--- src/rtl/scba_pkg.sv ---
// Shared types and constants for the size-class block allocator.
// Used by the controller, the datapath and the top level; depends on nothing.
package scba_pkg;

  localparam int MaxClasses = 11;
  localparam int GranBits   = 13;

  // Block size of each class in bytes, header included.
  localparam logic [15:0] ClassBytes [MaxClasses] = '{
    16'd16, 16'd32, 16'd64, 16'd128, 16'd256, 16'd1024,
    16'd2048, 16'd4096, 16'd8192, 16'd16384, 16'd32704
  };

  // Header word layout.
  localparam int HdrValidBit  = 31;
  localparam int LinkValidBit = 30;
  localparam int LinkBits     = 15;
  localparam int CountBits    = 16;

  typedef enum logic [1:0] {
    OP_ALLOC  = 2'd0,
    OP_FREE   = 2'd1,
    OP_ADDREF = 2'd2,
    OP_NONE   = 2'd3
  } req_e;

  typedef enum logic [2:0] {
    STS_OK          = 3'd0,
    STS_TOO_LARGE   = 3'd1,
    STS_EXHAUSTED   = 3'd2,
    STS_NOT_ALLOC   = 3'd3,
    STS_REFS_REMAIN = 3'd4
  } status_e;

  typedef enum logic [1:0] {
    ST_CLEAR,
    ST_IDLE,
    ST_LOOKUP,
    ST_UPDATE
  } ctl_state_e;

  typedef struct packed {
    logic clear;
    logic load;
    logic lookup;
    logic update;
  } cmd_t;

  typedef struct packed {
    logic clear_last;
  } sts_t;

endpackage

--- src/rtl/scba_ctrl.sv ---
// Controller state machine of the allocator: clearing pass, lookup and update steps.
// Depends on scba_pkg for the state type and the command and status structs.
module scba_ctrl (
  input  logic          clk_i,
  input  logic          rst_ni,
  input  logic          start,
  output logic          busy,
  input  scba_pkg::sts_t sts_i,
  output scba_pkg::cmd_t cmd_o
);

  scba_pkg::ctl_state_e state_q, state_d;

  always_ff @(posedge clk_i or negedge rst_ni) begin
    if (!rst_ni) begin
      state_q <= scba_pkg::ST_CLEAR;
    end else begin
      state_q <= state_d;
    end
  end

  always_comb begin
    state_d = state_q;
    cmd_o   = '0;
    case (state_q)
      scba_pkg::ST_CLEAR: begin
        cmd_o.clear = 1'b1;
        if (sts_i.clear_last) begin
          state_d = scba_pkg::ST_IDLE;
        end
      end
      scba_pkg::ST_IDLE: begin
        if (start) begin
          cmd_o.load = 1'b1;
          state_d    = scba_pkg::ST_LOOKUP;
        end
      end
      scba_pkg::ST_LOOKUP: begin
        cmd_o.lookup = 1'b1;
        state_d      = scba_pkg::ST_UPDATE;
      end
      scba_pkg::ST_UPDATE: begin
        cmd_o.update = 1'b1;
        state_d      = scba_pkg::ST_IDLE;
      end
      default: begin
        state_d = scba_pkg::ST_IDLE;
      end
    endcase
  end

  assign busy = (state_q != scba_pkg::ST_IDLE);

endmodule

--- config.mk ---
export PLATFORM = sky130hd
export DESIGN_NAME = scba_ctrl
export DESIGN_NICKNAME = d
export VERILOG_FILES = /design/src/rtl/scba_pkg.sv /design/src/rtl/scba_ctrl.sv
export SDC_FILE = /design/constraint.sdc
export NUM_CORES = 1
export LEC_CHECK = 0
export ABC_AREA = 1
export BUFFER_PORTS_ARGS = -buffer_cell sky130_fd_sc_hd__buf_2
export CAP_MARGIN = 0
export CORE_AREA = 5 5 42 44
export CTS_CLUSTER_DIAMETER = 50
export DETAILED_ROUTE_END_ITERATION = 8
export DIE_AREA = 0 0 47 49
export GPL_TIMING_DRIVEN = 0
export HOLD_SLACK_MARGIN = 0.03
export PLACE_DENSITY_LB_ADDON = 0.25
export SLEW_MARGIN = 20
export SYNTH_ARGS = -nofsm -noshare
export SYNTH_HDL_FRONTEND = slang
export SYNTH_SLANG_ARGS = --single-unit
export TNS_END_PERCENT = 50
--- constraint.sdc ---
create_clock -name clk_i -period 3.3 [get_ports clk_i]
set_clock_uncertainty 0.15 [all_clocks]
set_input_delay 0.165 -clock clk_i [delete_from_list [all_inputs] [get_ports clk_i]]
set_output_delay 0.165 -clock clk_i [all_outputs]
set_load 0.02 [all_outputs]
==> results of run 1 <==
==> area by class of cell <==
class                   count  share of cell area, %
inverters                   6                   8.70
well taps                  16                   7.73
flip-flops and latches      2                   19.3
repair buffers              9                   19.3
clock buffers               3                   8.70
multi-input cells          14                   36.2
==> final timing paths <==
kind	start	endpoint	slack [ns]	depth (start not counted)
worst max register to register	state_q[0]$_DFFE_PN0P_	state_q[1]$_DFFE_PN0P_	2.09	6
worst min register to register	state_q[1]$_DFFE_PN0P_	state_q[1]$_DFFE_PN0P_	0.38	2
worst min-delay path	rst_ni	state_q[0]$_DFFE_PN0P_	0.11	2
min in group clk_i	sts_i	state_q[0]$_DFFE_PN0P_	0.15	5
worst max-delay path	state_q[1]$_DFFE_PN0P_	cmd_o[2]	1.82	5
max in group asynchronous	rst_ni	state_q[1]$_DFFE_PN0P_	2.79	2
==> per-stage QoR <==
stage               area [sq um]  hold slack, ns
floorplan                    166          -0.281
global placement             226          -0.197
detailed placement           226          -0.198
CTS                          259          0.0943
global route                 259           0.106
finish                       259           0.111
==> cells by family (layout without fill, tap and decap cells) <==
kind of cell / after synthesis / count (layout) / synth area share (%)
and+or+nand+nor: 10 / 10 / 26.3
buffers and inverters: 6 / 18 / 13.5
adders and majority gates: 4 / 4 / 30.1
DFF: 2 / 2 / 30.1
==> placed cells by master (no fill, tap or decap) <==
master	n
buf_2	8
clkbuf_4	3
dfrtp_1	2
dlygate4sd3_1	1
ha_1	4
inv_1	6
nand2_1	7
nand2_2	2
nand3_1	1
==> routing by layer <==
metal,part of all wire (%),GRT usage (%)
met5,0,0
met4,0,6.91
met3,13,3.69
met2,45,3.85
met1,42,4.84
==> power by group through the flow <==
stage	Sequential, uW	Clock, uW	Combinational (uW)
after detailed placement	51.3	0	149
after floorplan	48.3	0	114
after global routing	53.2	64.6	170
after CTS	50.9	58.2	151
final	51.1	54.4	147
after global placement	51.3	0	151
==> timing repair <==
action                                 4_1_cts  5_1_grt
gates resized for setup                      0        0
endpoints found under the hold margin        2        0
hold buffers                                 1        0
==> worst max-delay path, delay by kind of cell (launching register included) <==
family	cells	cell delay (ns)
DFF	1	0.40
adders and majority gates	1	0.20
buffers and inverters	3	0.28
and+or+nand+nor	1	0.06
==> flow_summary.yaml, run 1 <==
sta:
  slew_viol_final: 0
  setup-violations-final: 0
  max_freq_ghz: 0.674
  worstMarginPinSlew_ns: 0.139
  rsz0062_at_grt: "false"
  maxSlewHeadroom_pct: 90.7
  min_period_ns: 1.48
  layout_worst_path_cycle_share_pct: 45.0
  fin_setup_tns_ns: 0
  final-hold-violation-count: 0
  setup_slack_ns: 1.82
global_routing:
  grt_util_all_layers_pct: 4.51
  grt_pass1_wl_um: 634
  grt_max_degree: 5
  grt-ovfl-total: 0
  first_global_vias: 161
  antenna_found_initial: 0
route:
  drt_iter0_markers: 0
  wirelength_um: 359
  drtPass1Iterations: 1
  antenna_left: 0
  post_drt_via_cell_ratio: 3.06
  drc: 0
  wl_per_cell_um: 7.18
  vias: 153
final_layout:
  num-fill-cells: 171
  seqCellArea_sq_um: 50.0
  utilization_pct: 18.5
  multiInputGateArea_sq_um: 93.8
  drive_gt1_share_pct: 38.2
  top_regs: "state_q: 2 flops"
  syn_to_final_growth_pct: 55.6
  regMostFlops: "state_q"
  largest_reg_flops: 2
  n_antenna_cell: 0
  final_cell_count_no_fill: 50
  layout.nets: 44
place:
  gp_congestion: 0.705
  place_ws_ns: 2.04
  placed_cells: 46
  dp_hpwl_um: 279
  io_buffers: 8
critical_path:
  required_ns: 2.98
  critPathSlowestCell: "dfrtp_1"
  crit_arrival_ns: 1.17
  start_kind: "register"
  crit_type: "reg2out"
  path_common_cell: "inv_1"
  crit_chain: "inv_1 > ha_1 > nand2_1 > inv_1 > buf_2"
  cp_slowest_stage_delay_ns: 0.40
  crit_fanout: 4
  cp-end-kind: "output pin"
synth:
  synth_most_common_cell: "nand2_1"
  synth_cell_types: 6
  ys_top_cells_by_count: "nand2_1, inv_1, ha_1, dfrtp_1, nand2_2"
  yosysWarnings: 0
  synth_fp_nets: 30
  synth_cells: 22
  synth-edff-count: 0
  yosysTopAreaCellShare_pct: 30.1
  synth.avg_cell_area_sq_um: 7.56
  async_flop_share_pct: 100
  syn_area_sq_um: 166
  synth_area_leaders: "dfrtp_1, ha_1, nand2_1"
  yosysSeqAreaShare_pct: 30.1
  synth-seq-cells: 2
  synth_area_leader_cell: "dfrtp_1"
  ys.flop_type: "dfrtp_1"
clock_tree:
  htree_levels: 1
  cts_buffers: 3
  root_buffer: "clkbuf_4"
  numClockSinks: 2
  cts_tree: "yes"
  clkSlewWorstSetupHoldPaths_ns: 0.03
  clock_latency_ns: 0.22
  post_cts_buffers: 0
  clockBufferDepth: 2
power_and_ir_drop:
  power_density_mw_per_mm2: 975
  leakage_uw: 0.000169
  p_int_uw: 131
  totalPowerFinal_uw: 252
  seqPwrFrac_pct: 20.2
  p_sw_share_pct: 48.1
  p_comb_share_pct: 58.2
  vdd_drop_max_uv: 296
  clockPowerShare_pct: 21.5
  p_sw_uw: 121
outcome:
  status: "complete, no violations"
floorplan:
  die_h_um: 49
  rows: 14
  die-width_um: 47
  core_area_sq_mm: 0.00140
  dieArea_sq_mm: 0.00230
  ios: 9
  initial_core_util_pct: 11.9
run:
  maxCapViolCount: 0
min_path:
  min_path_type: "in2async"
Power figures use the tool's default switching activity.
==> inputs of run 2 (changes only) <==
Clock period 3.3 ns to 1.3 ns, I/O delays scaled along.
==> run 2 against run 1 <==
Effect of this change: combinational power rose to 3.9 times the previous value; die area unchanged; largest cell class unchanged; largest power group unchanged; wire length up 12%; worst setup slack worse by 1.8 ns; sequential power rose to 2.7 times the previous value; register-to-register slack worse by 2.0 ns; clock power rose to 2.5 times the previous value; flip-flop and latch count unchanged; first-iteration DRC count up 2; worst hold slack worse by 0.058 ns.
==> flow_summary.yaml, run 2 (same netlist as run 1, synthesis figures left out) <==
final_layout:
  largest_reg_flops: 2
  fin_area_sq_um: 330
  regMostFlops: "state_q"
  num-fill-cells: 167
  top_regs: "state_q: 2 flops"
  final_cell_mix: "nand2_1, inv_2, buf_2, buf_6"
  final_cell_count_no_fill: 53
  mostFrequentLayoutCell: "nand2_1"
  layout.nets: 47
  n_antenna_cell: 0
  drive_gt1_share_pct: 59.5
  syn_to_final_growth_pct: 98.5
clock_tree:
  htree_levels: 1
  cts_tree: "yes"
  cts_buffers: 3
  numClockSinks: 2
  root_buffer: "clkbuf_4"
  clockBufferDepth: 2
  clock_latency_ns: 0.22
  clkSlewWorstSetupHoldPaths_ns: 0.03
power_and_ir_drop:
  power_density_mw_per_mm2: 2560
  p_sw_uw: 369
  vdd_drop_max_uv: 908
  p_comb_share_pct: 67.5
  totalPowerFinal_uw: 847
  p_int_uw: 479
  clockPowerShare_pct: 16.3
  seqPwrFrac_pct: 16.2
  leakage_uw: 0.000190
  p_sw_share_pct: 43.5
sta:
  setup-violations-final: 0
  final-hold-violation-count: 0
  setup_slack_ns: 0.0104
  min_period_ns: 1.29
  maxSlewHeadroom_pct: 92.3
  worstMarginPinSlew_ns: 0.114
  slew_viol_final: 0
  hold_ws_ns: 0.0535
  max_freq_ghz: 0.775
  rsz0062_at_grt: "true"
  layout_worst_path_cycle_share_pct: 99.2
floorplan:
  core_area_sq_mm: 0.00140
  die-width_um: 47
  ios: 9
  dieArea_sq_mm: 0.00230
  rows: 14
  initial_core_util_pct: 11.9
  die_h_um: 49
critical_path:
  required_ns: 1.09
  worstRegToRegCells: 6
  crit_fanout: 3
  startpoint: "state_q[1]$_DFFE_PN0P_"
  r2r_slack_ns: 0.08
  start_kind: "register"
  r2r-start: "state_q[0]$_DFFE_PN0P_"
  crit_arrival_ns: 1.07
  rr_endpoint: "state_q[0]$_DFFE_PN0P_"
  crit_type: "reg2out"
  cp-end-kind: "output pin"
global_routing:
  first_global_vias: 160
  grt_max_degree: 5
  grt-ovfl-total: 0
  antenna_found_initial: 0
  grt_util_all_layers_pct: 4.51
  grt_pass1_wl_um: 641
route:
  drt_iter0_markers: 2
  post_drt_via_cell_ratio: 3.28
  drtPass1Iterations: 2
  vias: 174
  antenna_left: 0
  wl_per_cell_um: 7.58
  drc: 0
  wirelength_um: 402
place:
  placed_cells: 46
  place_ws_ns: 0.0859
  gp_congestion: 0.705
  io_buffers: 8
  placed_area_sq_um: 226
  dp_hpwl_um: 279
min_path:
  hp-start: "sts_i"
  hold_depth: 5
  hold_end: "state_q[0]$_DFFE_PN0P_"
  min_path_type: "in2reg"
run:
  maxCapViolCount: 0
outcome:
  status: "complete, no violations"
==> run 2: worst max-delay path, cell delays in order, from the launching register on <==
cell     delay [ns]
dfrtp_1        0.39
buf_4          0.15
ha_1           0.18
buf_6          0.13
==> run 2: final cells by class <==
type | count | area, sq um | area share (%)
multi-input combinational | 14 | 114 | 34.5
timing repair buffer | 12 | 100 | 30.3
sequential | 2 | 51.3 | 15.5
clock buffer | 3 | 22.5 | 6.82
inverter | 6 | 22.5 | 6.82
tap | 16 | 20.0 | 6.06
==> run 2: timing repair <==
item | in CTS | in global routing
endpoints found under the hold margin | 2 | 0
buffers inserted | 0 | 2
endpoints found under the setup margin | 2 | 3
pin swaps | 0 | 1
resized for setup | 7 | 10
hold buffers | 2 | 0
==> run 2: worst max-delay path by stage <==
stage	to
final	cmd_o[0]
after global routing	cmd_o[2]
after floorplan	state_q[1]$_DFFE_PN0P_
after detailed placement	state_q[0]$_DFFE_PN0P_
after CTS	cmd_o[2]
after global placement	state_q[1]$_DFFE_PN0P_
==> run 2: per-stage QoR <==
step	utilization, %	setup TNS, ns
2_1_floorplan	-	0
3_3_place_gp	16.2	0
3_5_place_dp	16.2	0
4_1_cts	20.5	-0.00971
5_1_grt	23.6	-0.0895
6_report	23.6	0
==> run 2: layer usage <==
metal,GRT usage [%],up-vias,wire [um]
met1,4.84,76,162
met2,3.85,6,199
met4,6.91,0,0
met5,0,-,0
li1,-,92,-
met3,3.69,0,40
==> run 2: power by group through the flow <==
stage / sequential [uW] / combinational [uW] / clock (uW)
after CTS: 145 / 424 / 148
after floorplan: 123 / 289 / 0
after global placement: 130 / 384 / 0
after global routing: 142 / 635 / 164
final: 137 / 572 / 138
after detailed placement: 130 / 378 / 0
==> inputs of run 3 (changes only) <==
==> constraint.sdc (replaced) <==
create_clock -name clk_i -period 1.3 [get_ports clk_i]
set_clock_uncertainty 0.15 [all_clocks]
set_input_delay 0.26 -clock clk_i [delete_from_list [all_inputs] [get_ports clk_i]]
set_output_delay 0.26 -clock clk_i [all_outputs]
set_load 0.02 [all_outputs]
==> run 3 against run 2 <==
Effect of this change: the flow now finishes with violations (negative setup slack); wire length is 5.5% lower; design area shrank 4.5%; first-iteration DRC count is the same; cell count shrank 1.9%; sequential power is essentially flat; power is 3.2% lower; core utilization decreased by 1.1 points; global-route usage grew 0.21 points; register-to-register slack about the same; sequential share of layout area is 0.74 points higher; count of clock-buffer cells in the layout unchanged; critical endpoint unchanged; largest cell class unchanged; highest routed layer unchanged.
==> flow_summary.yaml, run 3 (same netlist as run 1, synthesis figures left out) <==
outcome:
  status: "complete, but fails checks"
  violations: "negative setup slack"
final_layout:
  seqCellArea_sq_um: 51.3
  layout.nets: 46
  num-fill-cells: 168
  fin_area_sq_um: 315
  top_regs: "state_q: 2 flops"
  largest_reg_flops: 2
  mostFrequentLayoutCell: "nand2_1"
  syn_to_final_growth_pct: 89.5
  n_antenna_cell: 0
  final_cell_mix: "nand2_1, buf_2, buf_6"
  drive_gt1_share_pct: 58.3
  regMostFlops: "state_q"
  utilization_pct: 22.5
  multiInputGateArea_sq_um: 109
clock_tree:
  clockBufferDepth: 2
  cts_buffers: 3
  clock_latency_ns: 0.22
  numClockSinks: 2
  root_buffer: "clkbuf_4"
  htree_levels: 1
  clkSlewWorstSetupHoldPaths_ns: 0.03
  cts_tree: "yes"
power_and_ir_drop:
  p_int_uw: 465
  seqPwrFrac_pct: 16.7
  vdd_drop_max_uv: 932
  p_sw_share_pct: 43.3
  leakage_uw: 0.000181
  power_density_mw_per_mm2: 2600
  p_comb_share_pct: 66.4
  clockPowerShare_pct: 16.9
  p_sw_uw: 355
global_routing:
  grt-ovfl-total: 0
  grt_pass1_wl_um: 683
  first_global_vias: 170
  antenna_found_initial: 0
  grt_util_all_layers_pct: 4.72
  grt_max_degree: 5
sta:
  worstMarginPinSlew_ns: 0.114
  min_period_ns: 1.48
  setup_slack_ns: -0.184
  max_freq_ghz: 0.674
  maxSlewHeadroom_pct: 92.4
  setup-violations-final: 5
  final-hold-violation-count: 0
  layout_worst_path_cycle_share_pct: 114
  fin_setup_tns_ns: -0.775
  rsz0062_at_grt: "true"
  slew_viol_final: 0
min_path:
  min_path_type: "in2async"
place:
  dp_hpwl_um: 279
  placed_area_sq_um: 226
  gp_congestion: 0.705
  io_buffers: 8
run:
  maxCapViolCount: 0
floorplan:
  ios: 9
  dieArea_sq_mm: 0.00230
  core_area_sq_mm: 0.00140
  die_h_um: 49
  rows: 14
  die-width_um: 47
  initial_core_util_pct: 11.9
route:
  drc: 0
  antenna_left: 0
  drtPass1Iterations: 2
  drt_iter0_markers: 2
  wl_per_cell_um: 7.31
  vias: 168
  wirelength_um: 380
  post_drt_via_cell_ratio: 3.23
critical_path:
  r2r_slack_ns: 0.08
  start_kind: "register"
  required_ns: 0.89
  cp-end-kind: "output pin"
  crit_buf_inv: 2
  critPathSlowestCell: "dfrtp_1"
  cp_slowest_stage_delay_ns: 0.39
  crit_fanout: 3
  crit_arrival_ns: 1.07
  crit_type: "reg2out"
  crit_chain: "buf_4 > ha_1 > buf_6"
  cp_top_family: "flip-flops"
run 3: changes by cell type in the layout (fill, tap and decap cells not counted):
| cell | delta |
|---|---|
| nand2_4 | -1 |
| dlygate4sd3_1 | -1 |
| inv_1 | +1 |
| nand2_2 | +1 |
| inv_2 | -1 |
run 3: stage by stage:
stage | std cells | power, uW | hold slack [ns] | worst slack (ns)
2_1_floorplan | 22 | 411 | -0.186 | 0.0467
3_3_place_gp | 46 | 514 | -0.102 | -0.0566
3_5_place_dp | 46 | 508 | -0.103 | -0.0593
4_1_cts | 51 | 781 | 0.189 | -0.193
5_1_grt | 52 | 921 | 0.201 | -0.228
6_report | 52 | 820 | 0.202 | -0.184
run 3: per-layer routing:
metal  global-route usage (%)  vias up  share of wire, %
met2                     4.30        6                48
met1                     5.05       72                42
li1                         -       90                 -
met5                        0        -                 0
met3                     3.69        0                11
met4                     6.91        0                 0
run 3: worst paths after layout:
path,depth (start not counted),from,endpoint
setup / recovery,3,state_q[1]$_DFFE_PN0P_,cmd_o[0]
hold / removal,2,rst_ni,state_q[0]$_DFFE_PN0P_
setup reg to reg,6,state_q[0]$_DFFE_PN0P_,state_q[0]$_DFFE_PN0P_
hold reg to reg,2,state_q[1]$_DFFE_PN0P_,state_q[1]$_DFFE_PN0P_
max in group asynchronous,2,rst_ni,state_q[0]$_DFFE_PN0P_
min in group clk_i,5,sts_i,state_q[0]$_DFFE_PN0P_
run 3: timing repair:
item | 4_1_cts | 5_1_grt
setup endpoints to repair | 5 | 7
gates resized for setup | 11 | 4
buffers inserted | 1 | 1
pin swaps | 0 | 1
hold buffers | 1 | 0
hold endpoints to repair | 2 | 0
run 3: final cells by class:
| class | instances | area share, % |
|---|---|---|
| clock buffer | 3 | 7.14 |
| inverter | 6 | 7.14 |
| multi-input combinational | 14 | 34.5 |
| sequential | 2 | 16.3 |
| tap | 16 | 6.35 |
| timing repair buffer | 11 | 28.6 |
run 3: power by group through the flow:
| stage | clock (uW) | combinational (uW) | sequential (uW) |
|---|---|---|---|
| 4_1_cts | 148 | 488 | 145 |
| 5_1_grt | 164 | 614 | 142 |
| 3_5_place_dp | 0 | 378 | 130 |
| 6_report | 138 | 545 | 137 |
| 2_1_floorplan | 0 | 289 | 123 |
| 3_3_place_gp | 0 | 384 | 130 |
